==> src/rtl/imsu_ram.sv <==
// generic simple dual-port ram: one write port, one read port, registered read data
// no dependencies
`default_nettype none

module imsu_ram #(
  parameter int unsigned WIDTH = 8,
  parameter int unsigned DEPTH = 256
) (
  input  wire logic                     clk_i,
  input  wire logic                     we_i,
  input  wire logic [$clog2(DEPTH)-1:0] waddr_i,
  input  wire logic [WIDTH-1:0]         wdata_i,
  input  wire logic [$clog2(DEPTH)-1:0] raddr_i,
  output      logic [WIDTH-1:0]         rdata_o
);

  logic [WIDTH-1:0] mem_q [DEPTH];

  always_ff @(posedge clk_i) begin
    if (we_i) begin
      mem_q[waddr_i] <= wdata_i;
    end
    rdata_o <= mem_q[raddr_i];
  end

endmodule

`default_nettype wire

==> config.mk <==
export PLATFORM = sky130hd
export DESIGN_NAME = imsu_ram
export DESIGN_NICKNAME = d
export VERILOG_FILES = /design/src/rtl/imsu_ram.sv
export SDC_FILE = /design/constraint.sdc
export NUM_CORES = 2
export LEC_CHECK = 0
export BUFFER_PORTS_ARGS = -buffer_cell sky130_fd_sc_hd__clkbuf_2
export CAP_MARGIN = 20
export CORE_MARGIN = 3
export CORE_UTILIZATION = 50
export CTS_CLUSTER_DIAMETER = 150
export CTS_CLUSTER_SIZE = 28
export DETAILED_ROUTE_END_ITERATION = 16
export MAX_ROUTING_LAYER = met4
export PLACE_DENSITY = 0.73
export SYNTH_ARGS = -nofsm -noshare
export SYNTH_HDL_FRONTEND = slang
export SYNTH_SLANG_ARGS = --single-unit
==> constraint.sdc <==
create_clock -name clk_i -period 4.55 [get_ports clk_i]
set_input_delay 0.2275 -clock clk_i [delete_from_list [all_inputs] [get_ports clk_i]]
set_output_delay 0.2275 -clock clk_i [all_outputs]
set_load 0.005 [all_outputs]
Yosys cells after proc, flatten, opt, wreduce, memory -nomap -nowiden:

Memory sizes are Yosys's and may differ from the RTL's. A register that Yosys moved wholly into a read port is not among the register bits.
Cells that the tools add are included.
W data, S select, Z words.

* flip-flop bits (word level): 0
* memories: 1
* bits of input ports: 26
* output and inout port bits: 8
* RAM bits: 2048

Memories
* mem_q: depth 256, width 8, read ports 1, clocked after Yosys merged registers in 1, wr ports 1, line 17 `logic [WIDTH-1:0] mem_q [DEPTH];`

* muxes and demuxes: 2

Operators by type and width (number)
* $mux W1: 2

Logic depth before layout (Yosys ltp):

* depth after elaboration: 2
* gate-level depth with buffers: 11
* depth with buffers taken out: 6

Worst setup path after synthesis:

OpenSTA, ideal clock, no wires.

* kind: input-to-reg
* from: input port raddr_i[0]
* to: register rdata_o[2] (read register of mem_q)
* cell stages on the path: 9
* path slack: 2.385 ns
* arrival: 2.034 ns
* data required time: 4.419 ns
* cell sequence: buf_6 buf_12 buf_8 buf_2 mux4_2 a22oi_1 a21oi_1 nor4_1 nor4_2

RTL lines
* from (decl): line 13 `input wire logic [$clog2(DEPTH)-1:0] raddr_i,`
* to (decl): line 14 `output logic [WIDTH-1:0] rdata_o`

==> reports/qor.csv <==
metric,value,unit
grt_overflow_total,0,
gp_congestion,0.858,
rsz0062_at_grt,false,
clock_latency,0.74,ns
ys.flop_type,edfxtp_1,
hold_viol_final,2,
endpoint_kind,flop,
async_flop_share,0,%
synthSimpleGateAreaFrac,2.63,%
dieWidth,405,um
yosys.area.top_type_share,77.3,%
worstPathCellList,buf_8 > buf_12 > buf_12 > mux4_2 > o211ai_1 > nand3_1 > nor4_2 > nor4_1,
syn_inst,3733,
synth_top_family_by_area,multiplexers,
cpMostUsedCell,buf_12,
grt_first_pass_wirelength,271000,um
syn_area,79600,um2
synthDistinctLibCells,55,
rows,145,
drt_wl_total,185000,um
worst_pin_slew,1.20,ns
seq_area_frac_synth,77.5,%
avgSynthCellArea,21.3,um2
synth.area.top_cells,"edfxtp_1 (77%), mux4_2 (13%), mux2i_1 (1.7%)",
grt_antenna_before_repair,18,
outcome,finished with violations,
ant_nets,0,
htreeDepth,3,
die_area,164000,um2
synth_top_cell_by_area,edfxtp_1,
wl_per_cell,31.8,um
slew_viol_final,0,
fin_worst_skew,0.0509,ns
synthAdderAreaFrac,0,%
area_growth,6.18,%
worst_path_max_delay_cell,nor4_2,
grt_pass1_vias,37600,
synthXorXnorAreaFrac,0,%
io_pins,34,
maxCapViolCount,0,
num_vias,38200,
max_stage_delay,0.96,ns
cts_tree,built,
violations,hold timing,
core-area,157000,um2
tns,0,ns
drc,0,
fmax,328,MHz
worstSetupPathType,in2reg,
synthMuxAreaShare,14.6,%
numClockSinks,2056,
required,5.12,ns
p_leak,0.0252,uW
p_per_area,374,nW/um2
worst_slew_margin_rel,18.9,%
vias_per_cell,6.55,
holdWs,-0.00748,ns
fin_crit,3.05,ns
hpwl,112000,um
gr-usage-all-layers,23.5,%
initial_core_util,50.6,%
grt_max_degree,212,
path_clk_slew,0.10,ns
synth_compound_area_share,3.42,%
dr.pass1.iters,6,
cts_made_buffers,83,
hp-class,in2reg,
final_common_cell,edfxtp_1,
layout.nets,3762,
drt_iter0_markers,5922,
clk_path_buf_depth,3,
die_h,405,um
drive_gt1_share,18.9,%
crit_path_max_fanout,39,
crit_arrival,3.62,ns
post_cts_buffers,0,
finalPower,31600,uW
final_cell_mix,"edfxtp_1 (2048), mux4_2 (454), nor2_1 (279)",
fin_crit_sh,67.0,%
ir_drop,0.309,mV
ctsRootBufferMaster,clkbuf_16,
synth-warning-count,0,
syn_nets,3759,
setup_viol,0,
start_kind,primary input,
yosys_register_bits,2056,
synth_edf_count,2048,
io_buffers,33,
routing by layer:
layer	GRT usage [%]	part of all wire, %	vias to the layer above
li1	-	-	15600
met1	33.3	38	20300
met2	35.2	47	2130
met3	4.70	11	273
met4	6.72	3.0	0
met5	-	0	-
cells by family after synthesis:
| logic type | Yosys count |
|---|---|
| buffers and inverters | 235 |
| multiplexers | 591 |
| flip-flops | 2056 |
| AND/OR/NAND/NOR | 466 |
| AO/OA/AOI/OAI | 385 |
critical path, delay by kind of cell:
family | cells | cell delay (ns)
multiplexers | 1 | 0.53
AO/OA/AOI/OAI | 1 | 0.26
AND/OR/NAND/NOR | 3 | 1.35
buffers and inverters | 3 | 1.10
final timing paths:
| check | from | endpoint | slack [ns] | cells past startpoint |
|---|---|---|---|---|
| setup / recovery | raddr_i[0] | rdata_o[7]$_DFF_P_ | 1.50 | 8 |
| setup reg to reg | mem_q[210][3]$_DFFE_PP_ | rdata_o[3]$_DFF_P_ | 1.87 | 6 |
| hold / removal | wdata_i[2] | mem_q[227][2]$_DFFE_PP_ | -0.007 | 1 |
| hold reg to reg | mem_q[12][6]$_DFFE_PP_ | rdata_o[6]$_DFF_P_ | 1.11 | 6 |
cell usage after synthesis, drive strengths merged (2+ instances only):
cell type	number
nor2	282
a31oi	2
nand2	33
nor3	22
nor2b	31
edfxtp	2048
nand3	34
o22ai	28
nand2b	8
a211oi	16
a22o	8
mux4	456
nand4	10
clkbuf	111
o221ai	47
dfxtp	8
mux2i	134
a2111oi	5
nor4	27
a21oi	96
a22oi	133
buf	122
a311oi	2
o21ai	12
nand3b	2
and2	6
o32ai	5
o22a	5
and3b	2
o211ai	10
or2	4
a221oi	14
timing repair:
action | 4_1_cts | 5_1_grt
resized for setup | 0 | 0
hold buffers | 1 | 0
setup endpoints to repair | 0 | 0
hold endpoints to repair | 45 | 0
metrics by stage:
| step | util (%) | area (um2) | std cells | setup WS [ns] |
|---|---|---|---|---|
| 4_1_cts | 53.7 | 84400 | 5822 | 1.62 |
| 3_3_place_gp | 52.3 | 82200 | 5705 | 0.289 |
| 6_report | 53.8 | 84500 | 5836 | 1.50 |
| 5_1_grt | 53.8 | 84500 | 5835 | 1.37 |
| 2_1_floorplan | - | 79600 | 3733 | 2.38 |
| 3_5_place_dp | 52.3 | 82200 | 5708 | 0.826 |
power by group:
group	internal [uW]	switching (uW)
clock network	3440	5430
registers	20900	44.7
logic	640	1200
state kept, by name, indices dropped and copies added (netlist names):
signal	flops
rdata_o	8
mem_q	2048
final cells by class:
cell class              count  area [um2]
fillers                 11800       72600
flip-flops and latches   2056       61700
multi-input cells        1442       16500
well taps                2058        2570
clock buffers             110        2200
repair buffers            151        1450
clock inverters             3        41.3
diodes                     14        35.0
inverters                   2        7.51
Note: power is estimated with default switching activity, not from simulation.
