==> config.mk <==
export PLATFORM = sky130hd
export DESIGN_NAME = imsu_ctrl
export DESIGN_NICKNAME = d
export VERILOG_FILES = /design/src/rtl/imsu_pkg.sv /design/src/rtl/imsu_ctrl.sv
export SDC_FILE = /design/constraint.sdc
export NUM_CORES = 1
export LEC_CHECK = 0
export ABC_AREA = 0
export BUFFER_PORTS_ARGS = -buffer_cell sky130_fd_sc_hd__buf_2
export CORE_MARGIN = 1
export CORE_UTILIZATION = 43
export CTS_CLUSTER_SIZE = 20
export DETAILED_ROUTE_END_ITERATION = 8
export GPL_TIMING_DRIVEN = 0
export HOLD_SLACK_MARGIN = 0.03
export PLACE_DENSITY = 0.72
export SLEW_MARGIN = 20
export SYNTH_ARGS = -nofsm -noshare
export SYNTH_HDL_FRONTEND = slang
export SYNTH_SLANG_ARGS = --single-unit
==> constraint.sdc <==
create_clock -name clk_i -period 1.5 [get_ports clk_i]
set_input_delay 0.225 -clock clk_i [delete_from_list [all_inputs] [get_ports clk_i]]
set_output_delay 0.225 -clock clk_i [all_outputs]
set_load 0.05 [all_outputs]
==> src/rtl/imsu_pkg.sv <==
// shared types, constants and address helpers for the ising metropolis spin update block
// no dependencies
`default_nettype none

package imsu_pkg;

  // lattice geometry
  localparam int unsigned SIDE   = 32;
  localparam int unsigned SIDE_W = $clog2(SIDE);
  localparam int unsigned SITES  = SIDE * SIDE;
  localparam int unsigned ADDR_W = 2 * SIDE_W;

  // field widths
  localparam int unsigned NSUM_W   = 4;
  localparam int unsigned ENERGY_W = 13;
  localparam int unsigned MAG_W    = 12;
  localparam int unsigned RND_W    = 32;
  localparam int unsigned CFG_IDX_W = 1;

  // one entry of the site memory: spin and the sum of the four neighbour spins
  typedef struct packed {
    logic                     spin;
    logic signed [NSUM_W-1:0] nsum;
  } imsu_site_t;

  localparam int unsigned SITE_W = $bits(imsu_site_t);

  localparam imsu_site_t SITE_RESET = '{spin: 1'b1, nsum: NSUM_W'(4)};

  localparam logic signed [ENERGY_W-1:0] ENERGY_RESET = ENERGY_W'(-2 * SITES);
  localparam logic signed [MAG_W-1:0]    MAG_RESET    = MAG_W'(SITES);

  localparam logic [RND_W-1:0] TH_DE4_RESET = 32'd78665069;
  localparam logic [RND_W-1:0] TH_DE8_RESET = 32'd1440801;

  typedef enum logic [CFG_IDX_W-1:0] {
    CFG_TH_DE4 = 1'b0,
    CFG_TH_DE8 = 1'b1
  } imsu_cfg_e;

  typedef enum logic [0:0] {
    ACT_LOAD = 1'b0,
    ACT_FLIP = 1'b1
  } imsu_action_e;

  typedef enum logic [1:0] {
    NB_UP = 2'd0,
    NB_DN = 2'd1,
    NB_LF = 2'd2,
    NB_RT = 2'd3
  } imsu_nb_e;

  typedef enum logic [1:0] {
    ST_CLEAR,
    ST_IDLE,
    ST_EVAL,
    ST_NB
  } imsu_state_e;

  // sequencer to datapath
  typedef struct packed {
    logic              clear;
    logic [ADDR_W-1:0] clr_addr;
    logic              accept;
    logic              eval;
    logic              nb_step;
    logic [1:0]        nb_idx;
    logic              finish;
  } imsu_ctrl_t;

  function automatic logic [SIDE_W-1:0] wrap_dec(logic [SIDE_W-1:0] v);
    logic [SIDE_W-1:0] r;
    if (v == '0) r = SIDE_W'(SIDE - 1);
    else         r = v - 1'b1;
    return r;
  endfunction

  function automatic logic [SIDE_W-1:0] wrap_inc(logic [SIDE_W-1:0] v);
    logic [SIDE_W-1:0] r;
    if (v == SIDE_W'(SIDE - 1)) r = '0;
    else                        r = v + 1'b1;
    return r;
  endfunction

  function automatic logic [ADDR_W-1:0] site_addr(logic [SIDE_W-1:0] r, logic [SIDE_W-1:0] c);
    return {r, c};
  endfunction

  function automatic logic [ADDR_W-1:0] nb_addr(logic [SIDE_W-1:0] r, logic [SIDE_W-1:0] c,
                                                logic [1:0] idx);
    logic [ADDR_W-1:0] a;
    case (idx)
      NB_UP:   a = site_addr(wrap_dec(r), c);
      NB_DN:   a = site_addr(wrap_inc(r), c);
      NB_LF:   a = site_addr(r, wrap_dec(c));
      NB_RT:   a = site_addr(r, wrap_inc(c));
      default: a = site_addr(r, c);
    endcase
    return a;
  endfunction

endpackage

`default_nettype wire

==> src/rtl/imsu_ctrl.sv <==
// sequencer: clearing pass after reset, then center read and four neighbour read-modify-writes
// depends on imsu_pkg
`default_nettype none

module imsu_ctrl (
  input  wire logic                 clk_i,
  input  wire logic                 rst_ni,
  input  wire logic                 start,
  input  wire logic                 take_i,
  output      logic                 busy,
  output      imsu_pkg::imsu_ctrl_t ctrl_o
);

  import imsu_pkg::*;

  imsu_state_e       state_q, state_d;
  logic [ADDR_W-1:0] clr_q, clr_d;
  logic [1:0]        nb_q, nb_d;

  always_ff @(posedge clk_i or negedge rst_ni) begin
    if (!rst_ni) begin
      state_q <= ST_CLEAR;
      clr_q   <= '0;
      nb_q    <= '0;
    end else begin
      state_q <= state_d;
      clr_q   <= clr_d;
      nb_q    <= nb_d;
    end
  end

  always_comb begin
    state_d  = state_q;
    clr_d    = clr_q;
    nb_d     = nb_q;
    busy     = 1'b1;
    ctrl_o   = '0;
    ctrl_o.clr_addr = clr_q;
    ctrl_o.nb_idx   = nb_q;
    case (state_q)
      ST_CLEAR: begin
        ctrl_o.clear = 1'b1;
        clr_d        = clr_q + 1'b1;
        if (clr_q == ADDR_W'(SITES - 1)) state_d = ST_IDLE;
      end
      ST_IDLE: begin
        busy          = 1'b0;
        ctrl_o.accept = start;
        if (start) state_d = ST_EVAL;
      end
      ST_EVAL: begin
        ctrl_o.eval = 1'b1;
        nb_d        = '0;
        if (take_i) begin
          state_d = ST_NB;
        end else begin
          ctrl_o.finish = 1'b1;
          state_d       = ST_IDLE;
        end
      end
      ST_NB: begin
        ctrl_o.nb_step = 1'b1;
        nb_d           = nb_q + 1'b1;
        if (nb_q == 2'(NB_RT)) begin
          ctrl_o.finish = 1'b1;
          state_d       = ST_IDLE;
        end
      end
      default: state_d = ST_IDLE;
    endcase
  end

endmodule

`default_nettype wire

Word-level counts from Yosys, hierarchy flattened
Index checks and enable logic that the tools add are counted.

word-level totals
  logic and storage cells = 30
  bits in registers = 14
  input bits = 4

cells by class
  mux-type cells = 14
  add/sub/neg operators = 2
  eq/ne operators = 8
  reductions and logical operators = 3

operators by type and width
  operator               number
  $add 10x1->10 const B  1
  $eq 10x10->1 const B   1
  $mux 2                 4
  $pmux 2 s4             1
  $mux 1                 7
  $eq 2x2->1 const B     3
  $ne 2x2->1 const B     3
  $pmux 2 s2             1
  $reduce_and 3->1       1
  $add 2x1->2 const B    1
  $eq 2x1->1 const B     1
  $logic_not 2->1        1
  $pmux 1 s2             1
  $reduce_bool 2->1      1

Depth between registers and ports, before layout
  word-level depth = 3
  mapped depth = 7
  mapped depth without buffers = 6

Worst setup path before layout
No wires, ideal clock.

  kind = register to output
  start point = register state_q[0]
  end point = output port ctrl_o[0] (netlist name)
  path slack = -890 ps
  cell stages (with the launch flop) = 5
  arrival time = 2165 ps
  buffers on the path = 0
  cell sequence = dfrtp_1 -> inv_1 -> ha_1 -> inv_1 -> o21ai_0

RTL lines
  item                    line             text
  start, declared         imsu_ctrl.sv:16  imsu_state_e state_q, state_d;
  start signal, assigned  imsu_ctrl.sv:26  state_q <= state_d;
  end, declared           imsu_ctrl.sv:11  output imsu_pkg::imsu_ctrl_t ctrl_o

==> results <==
- 0 antenna diodes ended up in the layout.
- The number of buffers and inverters on the critical path is 2.
- Entering global routing, the biggest net connects 15 pins.
- The share of async-settable or async-resettable flops after synthesis is 1.00.
- At the end of the flow, the number of nets in the layout was 107.
- At the pin with the least slew margin, the transition time is 0.310 ns.
- The area share of the largest cell type after synthesis is 0.492.
- The final-report hold violation count was 0.
- In this run, the number of DRC markers left after iteration 0 of detailed routing was 5.
- Buffers placed on the I/O ports in this run total 21.
- The synthesized netlist cell count is 64.
- Leaving out filler cells and counting taps, the final layout contains 112.
- The shortest period the worst path allows is 1.52 ns.
- By count the netlist is led by 14 x sky130_fd_sc_hd__dfrtp_1, 8 x sky130_fd_sc_hd__nand2_1, 6 x sky130_fd_sc_hd__ha_1, 5 x sky130_fd_sc_hd__inv_1, 5 x sky130_fd_sc_hd__xor2_1.
- The unique cell type count in the Yosys netlist is 19.
- The master cell of the clock root buffer is sky130_fd_sc_hd__clkbuf_4.
- The total grt overflow is 0.
- The share of final-layout standard cells stronger than drive strength 1 is 0.594.
- In the post-synthesis netlist, the biggest area contributors are sky130_fd_sc_hd__dfrtp_1 49%, sky130_fd_sc_hd__ha_1 11%, sky130_fd_sc_hd__xor2_1 6.2%.
- The number of antenna violations at the first check in global routing came to 0.
- The post-route clock period utilization is 1.02.
- For the final database, setup skew stands at 0.00368 ns.
- 22 I/O pins were placed.
- The routed layout has 596 vias.
- The kind of cell with the highest combined delay along the critical path is flip-flops.
- The worst setup path category is reg2out.
- The effective utilization at floorplan is 0.467.
- In this run the power density over the cells is 2360 nW/um^2.
- Traced cell by cell, the critical path runs through buf_12 > ha_4 > nand2_4 > o21ai_4 > buf_6.
- The final worst-path setup slack is -0.0239 ns.
- At the worst endpoint, the arrival time is 1.30 ns.
- The count of nets left with antenna violations once routing finished came out at 0.
- Along the worst path, the maximum fanout reaches 5.
- The count of unresolved DRC violations after routing is 0.
- The checks that failed: setup timing.
- Setup repair after global routing could not meet its margin everywhere.
- The flow ran to the end, but the final reports show violations.
- The count of yosys warnings during synthesis is 0.
- Dividing the detail-routed via count by the number of cells gives 5.32.
- For the final routed database, the setup TNS stands at -0.0425 ns.
- The path class of the tightest hold or removal check is in2reg.
- The region available for standard cell placement spans 1520 sq um.
- The clock drives 14 sinks.
- The library cell with the highest instance count after synthesis is sky130_fd_sc_hd__dfrtp_1.
- The register area share after synthesis is 0.492.
- The type of element capturing the critical path is an output pin.
- The wire length per cell is 14.3 microns.
- The floorplan step defined a die boundary enclosing 1820 sq um.
- The number of rows in the core area is 14.
- The most common flop cell mapped by yosys is sky130_fd_sc_hd__dfrtp_1.
- The headroom to the max-slew limit is 0.793.
- The required time at the worst-slack endpoint is 1.27 ns.
- The wire length of the first global-routing pass is 2310 microns.
- After clock tree synthesis, the clock-pin slew on the worst setup and hold paths is 0.09 ns.
- The largest area contributor in the netlist is sky130_fd_sc_hd__dfrtp_1.
- The synthesized design contains 14 register bits.
- The slowest stage of the critical path is the sky130_fd_sc_hd__dfrtp_2 cell.
- In this run the static leakage power is 0.531 nW.
- The area growth from synthesis to layout is 49.7%.
- The TritonCTS clock tree is yes.
- The clock passes through at most 2 buffers.
- CTS built an H-tree with a depth of 1.
- Setup violations remaining at the end of the flow were counted as 2.
- The count of final max-slew check failures is 0.
- The worst setup path is launched from a register.
- The maximum ir drop on the vdd rail is 1.36 mV.
- Counting the buffers created by CTS gives 3.
- Averaged over all synthesized cells, the footprint is 11.1 sq um.
- The weighted congestion reported at the end of routability-driven placement is 0.787.
- The netlist area before placement is 712 sq um.
- The tightest hold path in the finished design has a slack of 0.353 ns.
- For this run, the detailed router's first-pass iteration total came to 4.
- The post-DP HPWL is 988 microns.
- For the worst-skew pair, the clock arrives at the later sink with an insertion delay of 0.28 ns.
- Yosys mapped a number of flops with a built-in enable equal to 0.
- The largest stage delay on the critical path is 0.45 ns.
- The via count of the first global-routing pass came to 495.
- Measured along the y axis, the die boundary spans 42.7 microns.
- The count of placed standard cells including taps is 101.
- Based on the critical path, the design can be clocked at up to 656 MHz.
- The chip width is 42.7 microns.
- Across the run, the number of max-cap violations was 0.
- The combined global-route utilization of all metal layers is 0.177.
- The final layout contains routed wiring with a total length of 1600 microns.
- When the netlist entered floorplanning its net count stood at 74.
==> metal layers <==
metal,global-route usage,share of wire
met1,0.235,0.43
met5,0,0
met2,0.270,0.53
met3,0.0255,0.033
met4,0.113,0.0025
==> cell type report <==
cell class,instances,area (sq um)
fillers,109,458
inverters,5,21.3
multi-input cells,44,439
well taps,16,20.0
clock buffers,4,26.3
flip-flops and latches,14,358
repair buffers,29,201
==> where the power goes <==
group | leakage (nW) | internal (mW) | switching [mW]
clock | 0.0150 | 0.103 | 0.125
sequential | 0.173 | 0.524 | 0.166
combinational | 0.343 | 0.580 | 1.02
==> sequential cells by signal, indices dropped and copies added (netlist names) <==
| name | count |
|---|---|
| nb_q | 2 |
| clr_q | 10 |
| state_q | 2 |
==> tightest hold or removal path, stage by stage <==
cell and delay (ns):
sky130_fd_sc_hd__buf_2 0.12, sky130_fd_sc_hd__nand2_1 0.07, sky130_fd_sc_hd__nand2_1 0.06, sky130_fd_sc_hd__nand2_1 0.06, sky130_fd_sc_hd__mux2i_1 0.05
==> final timing paths <==
| check | start | endpoint | slack [ns] | cells past startpoint |
|---|---|---|---|---|
| max | state_q[1]$_DFFE_PN0P_ | ctrl_o[0] | -0.02 | 5 |
| min | take_i | state_q[1]$_DFFE_PN0P_ | 0.35 | 5 |
| max reg2reg | state_q[1]$_DFFE_PN0P_ | clr_q[7]$_DFFE_PN0P_ | 0.04 | 6 |
| min reg2reg | clr_q[3]$_DFFE_PN0P_ | clr_q[3]$_DFFE_PN0P_ | 0.50 | 1 |
| max in group asynchronous | rst_ni | clr_q[4]$_DFFE_PN0P_ | 0.89 | 2 |
| min in group asynchronous | rst_ni | nb_q[0]$_DFFE_PN0P_ | 0.36 | 2 |
==> through the flow <==
| stage | utilization | power, mW | worst slack, ns | instance area [sq um] |
|---|---|---|---|---|
| floorplan | - | 1.78 | -0.0950 | 763 |
| global placement | 0.583 | 2.00 | -0.0221 | 888 |
| detailed placement | 0.583 | 2.03 | -0.0316 | 888 |
| CTS | 0.669 | 2.43 | -0.0190 | 1020 |
| global route | 0.700 | 2.66 | -0.0533 | 1070 |
| finish | 0.700 | 2.52 | -0.0239 | 1070 |
==> logic make-up (layout without fill, tap and decap cells) <==
kind of cell	after synthesis	in the layout	share of synthesized area
XOR/XNOR	9	9	0.111
AO/OA/AOI/OAI	5	5	0.0650
multiplexers	3	3	0.0439
buffers and inverters	6	38	0.0369
flip-flops	14	14	0.492
adder cells (fa/ha/maj)	6	6	0.105
AND/OR/NAND/NOR	21	21	0.146
==> layout by cell type (no fill, tap or decap), types with 2 or more instances in the layout <==
cell type and instances:
sky130_fd_sc_hd__ha_4 5, sky130_fd_sc_hd__nand4_1 3, sky130_fd_sc_hd__dfrtp_1 8, sky130_fd_sc_hd__buf_2 17, sky130_fd_sc_hd__buf_4 6, sky130_fd_sc_hd__xnor2_1 3, sky130_fd_sc_hd__clkbuf_4 4, sky130_fd_sc_hd__nor2_1 2
sky130_fd_sc_hd__buf_6 3, sky130_fd_sc_hd__inv_2 3, sky130_fd_sc_hd__nand3_1 2, sky130_fd_sc_hd__xor2_1 5, sky130_fd_sc_hd__mux2i_1 2, sky130_fd_sc_hd__dfrtp_2 6, sky130_fd_sc_hd__nand2_1 7
==> timing repair <==
action,in CTS,in global routing
pin swaps,5,3
gates resized for setup,16,6
hold endpoints to repair,14,0
hold buffers,1,0
buffers inserted,4,3
gates cloned,0,0
setup endpoints to repair,6,8
Power figures use the tool's default switching activity.
