`config.mk`:
```
export PLATFORM = sky130hd
export DESIGN_NAME = imsu_accept
export DESIGN_NICKNAME = d
export VERILOG_FILES = /design/src/rtl/imsu_pkg.sv /design/src/rtl/imsu_accept.sv
export SDC_FILE = /design/constraint.sdc
export NUM_CORES = 1
export LEC_CHECK = 0
export BUFFER_PORTS_ARGS = -buffer_cell sky130_fd_sc_hd__clkbuf_2
export CAP_MARGIN = 20
export CORE_MARGIN = 3
export CORE_UTILIZATION = 46
export DETAILED_ROUTE_END_ITERATION = 12
export PLACE_DENSITY = 0.94
export SETUP_SLACK_MARGIN = 0.5
export SLEW_MARGIN = 10
export SYNTH_ARGS = -nofsm -noshare
export SYNTH_HDL_FRONTEND = slang
export SYNTH_SLANG_ARGS = --single-unit
export TNS_END_PERCENT = 30
```
`constraint.sdc`:
```
create_clock -name vclk -period 2.49
set_input_delay 0.3735 -clock vclk [all_inputs]
set_output_delay 0.3735 -clock vclk [all_outputs]
set_load 0.05 [all_outputs]
```
`src/rtl/imsu_pkg.sv`:
```
// shared types, constants and address helpers for the ising metropolis spin update block
// no dependencies
`default_nettype none

package imsu_pkg;

  // lattice geometry
  localparam int unsigned SIDE   = 32;
  localparam int unsigned SIDE_W = $clog2(SIDE);
  localparam int unsigned SITES  = SIDE * SIDE;
  localparam int unsigned ADDR_W = 2 * SIDE_W;

  // field widths
  localparam int unsigned NSUM_W   = 4;
  localparam int unsigned ENERGY_W = 13;
  localparam int unsigned MAG_W    = 12;
  localparam int unsigned RND_W    = 32;
  localparam int unsigned CFG_IDX_W = 1;

  // one entry of the site memory: spin and the sum of the four neighbour spins
  typedef struct packed {
    logic                     spin;
    logic signed [NSUM_W-1:0] nsum;
  } imsu_site_t;

  localparam int unsigned SITE_W = $bits(imsu_site_t);

  localparam imsu_site_t SITE_RESET = '{spin: 1'b1, nsum: NSUM_W'(4)};

  localparam logic signed [ENERGY_W-1:0] ENERGY_RESET = ENERGY_W'(-2 * SITES);
  localparam logic signed [MAG_W-1:0]    MAG_RESET    = MAG_W'(SITES);

  localparam logic [RND_W-1:0] TH_DE4_RESET = 32'd78665069;
  localparam logic [RND_W-1:0] TH_DE8_RESET = 32'd1440801;

  typedef enum logic [CFG_IDX_W-1:0] {
    CFG_TH_DE4 = 1'b0,
    CFG_TH_DE8 = 1'b1
  } imsu_cfg_e;

  typedef enum logic [0:0] {
    ACT_LOAD = 1'b0,
    ACT_FLIP = 1'b1
  } imsu_action_e;

  typedef enum logic [1:0] {
    NB_UP = 2'd0,
    NB_DN = 2'd1,
    NB_LF = 2'd2,
    NB_RT = 2'd3
  } imsu_nb_e;

  typedef enum logic [1:0] {
    ST_CLEAR,
    ST_IDLE,
    ST_EVAL,
    ST_NB
  } imsu_state_e;

  // sequencer to datapath
  typedef struct packed {
    logic              clear;
    logic [ADDR_W-1:0] clr_addr;
    logic              accept;
    logic              eval;
    logic              nb_step;
    logic [1:0]        nb_idx;
    logic              finish;
  } imsu_ctrl_t;

  function automatic logic [SIDE_W-1:0] wrap_dec(logic [SIDE_W-1:0] v);
    logic [SIDE_W-1:0] r;
    if (v == '0) r = SIDE_W'(SIDE - 1);
    else         r = v - 1'b1;
    return r;
  endfunction

  function automatic logic [SIDE_W-1:0] wrap_inc(logic [SIDE_W-1:0] v);
    logic [SIDE_W-1:0] r;
    if (v == SIDE_W'(SIDE - 1)) r = '0;
    else                        r = v + 1'b1;
    return r;
  endfunction

  function automatic logic [ADDR_W-1:0] site_addr(logic [SIDE_W-1:0] r, logic [SIDE_W-1:0] c);
    return {r, c};
  endfunction

  function automatic logic [ADDR_W-1:0] nb_addr(logic [SIDE_W-1:0] r, logic [SIDE_W-1:0] c,
                                                logic [1:0] idx);
    logic [ADDR_W-1:0] a;
    case (idx)
      NB_UP:   a = site_addr(wrap_dec(r), c);
      NB_DN:   a = site_addr(wrap_inc(r), c);
      NB_LF:   a = site_addr(r, wrap_dec(c));
      NB_RT:   a = site_addr(r, wrap_inc(c));
      default: a = site_addr(r, c);
    endcase
    return a;
  endfunction

endpackage

`default_nettype wire

```
`src/rtl/imsu_accept.sv`:
```
// acceptance decision for one site: load compare or metropolis test, plus energy change
// depends on imsu_pkg
`default_nettype none

module imsu_accept (
  input  wire logic                              action_i,
  input  wire logic                              want_i,
  input  wire imsu_pkg::imsu_site_t              site_i,
  input  wire logic [imsu_pkg::RND_W-1:0]        rnd_i,
  input  wire logic [imsu_pkg::RND_W-1:0]        th_de4_i,
  input  wire logic [imsu_pkg::RND_W-1:0]        th_de8_i,
  output      logic                              take_o,
  output      logic signed [imsu_pkg::NSUM_W:0]  de_o
);

  import imsu_pkg::*;

  // s * nsum, energy change is twice this
  logic signed [NSUM_W-1:0] prod;

  assign prod = site_i.spin ? site_i.nsum : -site_i.nsum;
  assign de_o = {prod, 1'b0};

  always_comb begin
    case (imsu_action_e'(action_i))
      ACT_LOAD: take_o = (site_i.spin != want_i);
      ACT_FLIP: begin
        if (prod <= 0)                  take_o = 1'b1;
        else if (prod == NSUM_W'(2))    take_o = (rnd_i < th_de4_i);
        else if (prod == NSUM_W'(4))    take_o = (rnd_i < th_de8_i);
        else                            take_o = 1'b0;
      end
      default: take_o = 1'b0;
    endcase
  end

endmodule

`default_nettype wire

```
### Yosys cells after proc, flatten, opt, wreduce, memory -nomap -nowiden

Cells that the tools add are included.

* muxes and demuxes: 5
* magnitude comparators: 3
* bitwise gates (word level): 1
* add/subtract/negate cells: 1
* equal/unequal tests: 3

Operators by type and width (number)
* $lt 32x32->1: 2
* $eq 4x3->1 const B: 1
* $eq 4x4->1 const B: 1
* $le 4x1->1 const B: 1
* $mux 4: 1
* $neg 4->4: 1
* $mux 1: 3
* $pmux 1 s2: 1
* $ne 1x1->1: 1
* $not 1->1: 1

* bits of input ports: 103
* register bits after elaboration: 0
* word-level logic and storage cells: 13
* output and inout port bits: 6

### Longest topological paths before layout

Gate-level depths: netlist of the first run.

* word-level depth: 7
* depth in mapped cells: 8
* gate-level depth less buffers: 8

### Worst setup path before layout of the first run

Ideal clock, no wire load.

* kind: input to output
* from: in site_i[0] (netlist bit)
* to: out take_o
* path slack: -0.458 ns
* data required time: 2.117 ns
* path buffers: 0
* stages: 6
* arrival time: 2.575 ns
* cells stage by stage: nor3_1 > o211ai_1 > a221o_1 > nor4_1 > nand3_1 > a32oi_1

* longest elaborated chain between the ends: 7
* elaborated cells between the ends (all ways): 9
* classes of those cells: 1 x add/sub; 1 x order compare; 2 x eq/ne; 5 x mux

Ends and longest elaborated chain
* from (decl): line imsu_accept.sv:8 `input wire imsu_pkg::imsu_site_t site_i,`
* $neg 4->4 (*): line imsu_accept.sv:21 `assign prod = site_i.spin ? site_i.nsum : -site_i.nsum;`
* $mux 4 (*): line imsu_accept.sv:21
* named net de_o, one bit: line imsu_accept.sv:13 `output logic signed [imsu_pkg::NSUM_W:0] de_o`
* $eq 4x4->1: line imsu_accept.sv:30 `else if (prod == NSUM_W'(4)) take_o = (rnd_i < th_de8_i);`
* $mux 1: line imsu_accept.sv:30
* $mux 1: line imsu_accept.sv:29 `else if (prod == NSUM_W'(2)) take_o = (rnd_i < th_de4_i);`
* $mux 1 (*): line imsu_accept.sv:28 `if (prod <= 0) take_o = 1'b1;`
* $pmux 1 s2 (*): line imsu_accept.sv:25 `case (imsu_action_e'(action_i))`
* to (decl): line imsu_accept.sv:12 `output logic take_o,`

The timed path passes the listed nets; every way through them passes the cells marked *.

### Worst setup path after layout of the first run

* from: in rnd_i[29] (netlist bit)
* to: out take_o

* longest elaborated chain between the ends: 5
* elaborated cells between the ends (all ways): 6
* classes of those cells: 2 x order compare; 4 x mux

Ends and longest elaborated chain
* from (decl): line imsu_accept.sv:9 `input wire logic [imsu_pkg::RND_W-1:0] rnd_i,`
* $lt 32x32->1: line imsu_accept.sv:30
* $mux 1: line imsu_accept.sv:30
* $mux 1 (*): line imsu_accept.sv:29
* $mux 1 (*): line imsu_accept.sv:28
* $pmux 1 s2 (*): line imsu_accept.sv:25

Mark *: on every way between the ends. The rest lies on a longest branch, timed or not.

==> results.md, run 1 <==
* Core area at 3470 sq um
* Pin count of the biggest net entering global routing at 6
* Max Cap Violations at 0
* CP Class: in2out
* Busiest grt layer: met2
* DP HPWL at 4550 microns
* Int Pwr at 0.000206 W
* Max Clk Rate at 0.395 GHz
* Antenna-violating nets left at 0
* First-pass GRT wire length at 7970 microns
* Tmin final at 2.53 ns
* Most used cells in the layout excluding fill and tap cells: clkbuf_2, inv_1, ha_1
* Multi-input gate area at 1550 sq um
* Clock power frac at 0%
* Nets@finish at 532
* Total power at 0.000423 W
* Net Count, Synth at 412
* Die area at 4500 sq um
* Type of the most critical hold path: in2out
* I/O pins at 109
* Critical Path AT at 2.16 ns
* Met1 Use GR at 25.1%
* # port buffers at 108
* Via-to-Cell Ratio at 5.04
* Combinational group share of total power at 100.0%
* Layout cells sized above 1 at 37.3%
* Starting Density at 49.5%
* Commonest non-fill, non-tap cell in the layout: clkbuf_2
* Vias in the first global route at 2079
* Sequential fraction of the synthesis area at 0%
* CP Launch Type: input port
* Post-CTS Hold Fix Bufs at 0
* Failing checks: negative setup slack
* DP Worst Slack at -0.195 ns
* DRC Markers at 0
* Area delta synth->final at 46.9%
* Grt total ovfl at 0
* Top post-synthesis cells by area: ha_1, inv_1, a21oi_1
* Fin. max-slew vios at 0
* Final worst slack at -0.0414 ns
* Initial DRC Count at 53
* Crit path capture type: output pin
* Worst vdd ir at 114 uV
* Clkbuf count at 0
* Met2 Use GR at 41.7%
* RSZ-0062 raised after global routing: true
* Avg Inst Size Synth at 7.04 sq um
* # rows at 21
* Final setup viols at 1
* Crit share post-route at 102%
* Die height at 67.1 microns
* Drt total wl at 4950 microns
* Non-Filler Instances at 408
* Switching share of power at 51.4%
* Gpl congestion at 0.818
* Outcome: complete, but fails checks
* # fillers at 280
* Synthesized instance count at 244
* GRT met3 Usage at 3.37%
* Psw at 0.000218 W
* Initial antenna violation count at 0
* Gr usage total at 21.9%
* Post-synthesis cell type count at 34
* Seq Cell Count at 0
* Synthesized area at 1720 sq um
* Sequential share of power at 0%
* Hold Worst Slack at 1.15 ns
* Routed vias at 2055
* Crit path required time at 2.12 ns
* Synth warnings at 0
* P_leak at 1.57 nW
* Placed insts at 408
* Final hold violation count at 0
* Post-CTS setup buffer count at 0
* Final core utilization at 72.8%
* Cell Pwr Density at 168 nW/um^2
* Yosys top cell by area: ha_1
* CP max FO at 2
* Die width at 67.1 microns
* WL/cell at 12.1 microns
* Number of diodes at 0
* Synth top area share at 47.3%
* FF+latch area at 0 sq um
* Pre-antenna DRT Iters at 4
==> repair_timing <==
action                                  4_1_cts  5_1_grt
pin swaps                                     1        5
endpoints found under the setup margin        2        2
gates resized for setup                       9        8
==> through the flow <==
| stage | TNS (ns) | instance area (sq um) |
|---|---|---|
| after global routing | -0.131 | 2520 |
| after floorplan | -0.0528 | 1740 |
| after detailed placement | -0.195 | 2420 |
| after CTS | -0.0743 | 2480 |
| after global placement | -0.0630 | 2420 |
| final | -0.0414 | 2520 |
==> kinds of logic after synthesis <==
kind of cell | after synthesis | synth area share, %
compound gates | 56 | 20.5
mux | 1 | 0.655
buf+inv | 70 | 15.7
xor+xnor | 2 | 1.02
simple gates | 49 | 14.5
other cells | 1 | 0.218
fa+ha+maj | 65 | 47.3
==> worst paths after layout <==
path	startpoint	end	slack (ns)	depth (start not counted)
worst max-delay path	rnd_i[29]	take_o	-0.04	9
worst min-delay path	action_i	take_o	1.15	4
==> routing by layer <==
metal	up-vias	share of wire [%]	wire length, microns
met3	12	7.7	383
met2	95	51	2520
met5	-	0	0
met4	0	2.0	98
li1	1083	-	-
met1	865	39	1950
==> synthesized netlist by cell type <==
library cell / instances
nor3_1: 3
a32oi_1: 1
o21a_1: 1
ha_1: 65
nand2_1: 15
nor4_1: 3
o21bai_1: 1
o2111ai_1: 1
nand4_1: 11
or4b_1: 1
a31o_1: 1
o311ai_0: 1
nand3b_1: 1
a221o_1: 1
nor2b_1: 1
o21ai_0: 12
buf_4: 2
mux2_2: 1
a2111oi_2: 1
conb_1: 1
a211oi_1: 5
a21boi_0: 1
or2_2: 1
nand2b_1: 1
a21o_1: 5
nor2_1: 6
inv_1: 68
o211ai_1: 1
nand3_1: 5
nor2_2: 1
a21oi_1: 22
o41ai_1: 1
xnor2_1: 2
a2111oi_0: 1
==> critical path: stages <==
cell and delay [ns]:
clkbuf_8 0.12, ha_4 0.23, a21o_1 0.17, a21o_1 0.18
a221o_1 0.31, nor4_2 0.15, nand3_1 0.16, a32oi_4 0.29
buf_12 0.17
==> layout make-up <==
| class | count | area share, % |
|---|---|---|
| inverter | 68 | 10.1 |
| multi-input combinational | 174 | 61.3 |
| tap | 46 | 2.28 |
| timing repair buffer | 120 | 26.3 |
==> power groups by stage <==
stage | logic [W] | clock network, W | registers (W)
2_1_floorplan | 0.000227 | 0 | 0
3_3_place_gp | 0.000381 | 0 | 0
3_5_place_dp | 0.000399 | 0 | 0
4_1_cts | 0.000413 | 0 | 0
5_1_grt | 0.000481 | 0 | 0
6_report | 0.000423 | 0 | 0
(Power assumes the default switching activity.)
==> run 2, diff against run 1 <==
Settings changed: MAX_ROUTING_LAYER set to met4.
==> results.md, run 2 (synthesis results as in run 1) <==
* Outcome: complete, but fails checks (unchanged)
* Failing checks: negative setup slack (unchanged)
* Worst Hold Depth at 4 (unchanged)
* Worst Hold Endpoint: take_o (unchanged)
* Final core utilization at 72.8% (unchanged)
* Die height at 67.1 microns (unchanged)
* Starting Density at 49.5% (unchanged)
* Psw at 0.000217 W (was 0.000218 W)
* Via-to-Cell Ratio at 5.03 (was 5.04)
* Max Clk Rate at 0.395 GHz (about the same)
* Initial DRC Count at 46 (was 53)
* Routed vias at 2053 (was 2055)
* Combinational group share of total power at 100.0% (about the same)
* Initial antenna violation count at 0 (unchanged)
* Total power at 0.000423 W (about the same)
* Pre-antenna DRT Iters at 4 (unchanged)
* Vias in the first global route at 2076 (was 2079)
* CP Class: in2out (unchanged)
* Gr usage total at 22.6% (was 21.9%)
* Delay-heaviest family, CP: compound AO/OA/AOI/OAI gates (unchanged)
* FF+latch area at 0 sq um (unchanged)
* Type of the most critical hold path: in2out (unchanged)
* Grt total ovfl at 0 (unchanged)
* Critical Path AT at 2.16 ns (about the same)
* CP max FO at 2 (unchanged)
* Buf/Inv on CP at 2 (unchanged)
* Crit path capture type: output pin (unchanged)
* RSZ-0062 raised after global routing: true (unchanged)
* Final hold violation count at 0 (unchanged)
* DP HPWL at 4550 microns (unchanged)
* P_leak at 1.57 nW (unchanged)
* Gpl congestion at 0.830 (was 0.818)
* Number of diodes at 0 (unchanged)
* Clock power frac at 0% (about the same)
* Crit share post-route at 102% (about the same)
* Worst vdd ir at 115 uV (was 114 uV)
* Sequential share of power at 0% (about the same)
* Die area at 4500 sq um (unchanged)
* Final setup viols at 1 (unchanged)
* Crit path required time at 2.12 ns (about the same)
* Nets@finish at 532 (unchanged)
* First-pass GRT wire length at 8000 microns (was 7970 microns)
* Tmin final at 2.53 ns (about the same)
* Fin. max-slew vios at 0 (unchanged)
* # port buffers at 108 (unchanged)
* CP Cell Sequence: clkbuf_8, ha_4, a21o_1, a21o_1, a221o_1, nor4_2, nand3_1, a32oi_4, buf_12 (unchanged)
* # fillers at 280 (unchanged)
* I/O pins at 109 (unchanged)
* Post-CTS setup buffer count at 0 (unchanged)
* Max Cap Violations at 0 (unchanged)
* Min-delay src: action_i (unchanged)
* Die width at 67.1 microns (unchanged)
* Post-CTS Hold Fix Bufs at 0 (unchanged)
* CP Launch Type: input port (unchanged)
* Drt total wl at 4940 microns (was 4950 microns)
* Seq Cell Count at 0 (unchanged)
* Placed insts at 408 (unchanged)
* Int Pwr at 0.000206 W (about the same)
* Antenna-violating nets left at 0 (unchanged)
* Commonest non-fill, non-tap cell in the layout: clkbuf_2 (unchanged)
* Clkbuf count at 0 (unchanged)
* Non-Filler Instances at 408 (unchanged)
* WL/cell at 12.1 microns (about the same)
* Switching share of power at 51.4% (about the same)
* Pin count of the biggest net entering global routing at 6 (unchanged)
* Cell Pwr Density at 168 nW/um^2 (about the same)
* Area delta synth->final at 46.9% (unchanged)
* Most frequent CP cell: a21o_1 (unchanged)
* Slowest stage delay, CP at 0.31 ns (about the same)
* Final worst slack at -0.0429 ns (was -0.0414 ns)
* DRC Markers at 0 (unchanged)
* # rows at 21 (unchanged)
* CP max-delay cell: a221o_1 (unchanged)
* Most used cells in the layout excluding fill and tap cells: clkbuf_2, inv_1, ha_1 (unchanged)
* DP Worst Slack at -0.195 ns (unchanged)
* Core area at 3470 sq um (unchanged)
* Layout cells sized above 1 at 37.3% (unchanged)
-- run 2: cell counts in the layout (fill, tap and decap cells not counted) --
No cell type changed its count.
-- run 2: cell type report --
| class | instances | area, sq um | area share (%) |
|---|---|---|---|
| tap | 46 | 57.6 | 2.28 |
| multi-input combinational | 174 | 1550 | 61.3 |
| timing repair buffer | 120 | 664 | 26.3 |
| inverter | 68 | 255 | 10.1 |
-- run 2: worst min-delay path, cell delays in order --
cell and delay (ns):
clkbuf_2 0.08, inv_1 0.11, a32oi_4 0.07, buf_12 0.15
-- run 2: per-layer routing --
layer,part of all wire (%),GRT usage (%),wire (microns),up-vias
met3,6.4,2.02,314,12
met5,0,-,0,-
met1,41,26.1,2010,868
met4,1.8,4.30,91,0
met2,51,42.0,2520,89
li1,-,-,-,1084
-- run 2: power groups by stage --
stage | clock [W] | combinational [W] | sequential [W]
final | 0 | 0.000423 | 0
after global routing | 0 | 0.000481 | 0
after CTS | 0 | 0.000413 | 0
after detailed placement | 0 | 0.000399 | 0
after global placement | 0 | 0.000381 | 0
after floorplan | 0 | 0.000227 | 0
-- run 2: worst max path at each step --
stage          depth (start not counted)  slack, ns     end          from
2_1_floorplan                          6      -0.05  take_o     site_i[0]
3_3_place_gp                           9      -0.06  take_o     rnd_i[29]
3_5_place_dp                          10      -0.20  take_o  th_de4_i[29]
4_1_cts                                9      -0.07  take_o     rnd_i[29]
5_1_grt                                9      -0.13  take_o      rnd_i[2]
6_report                               9      -0.04  take_o     rnd_i[29]
-- run 2: per-stage QoR --
stage | hold slack [ns] | TNS (ns) | instance area (sq um)
floorplan | 0.914 | -0.0528 | 1740
global placement | 1.16 | -0.0630 | 2420
detailed placement | 1.16 | -0.195 | 2420
CTS | 1.16 | -0.0743 | 2480
global route | 1.20 | -0.131 | 2520
finish | 1.15 | -0.0429 | 2520
-- run 2: what timing repair did --
item	4_1_cts	5_1_grt
pin swaps	1	5
setup endpoints to repair	2	2
resized for setup	9	8
gates cloned	0	0
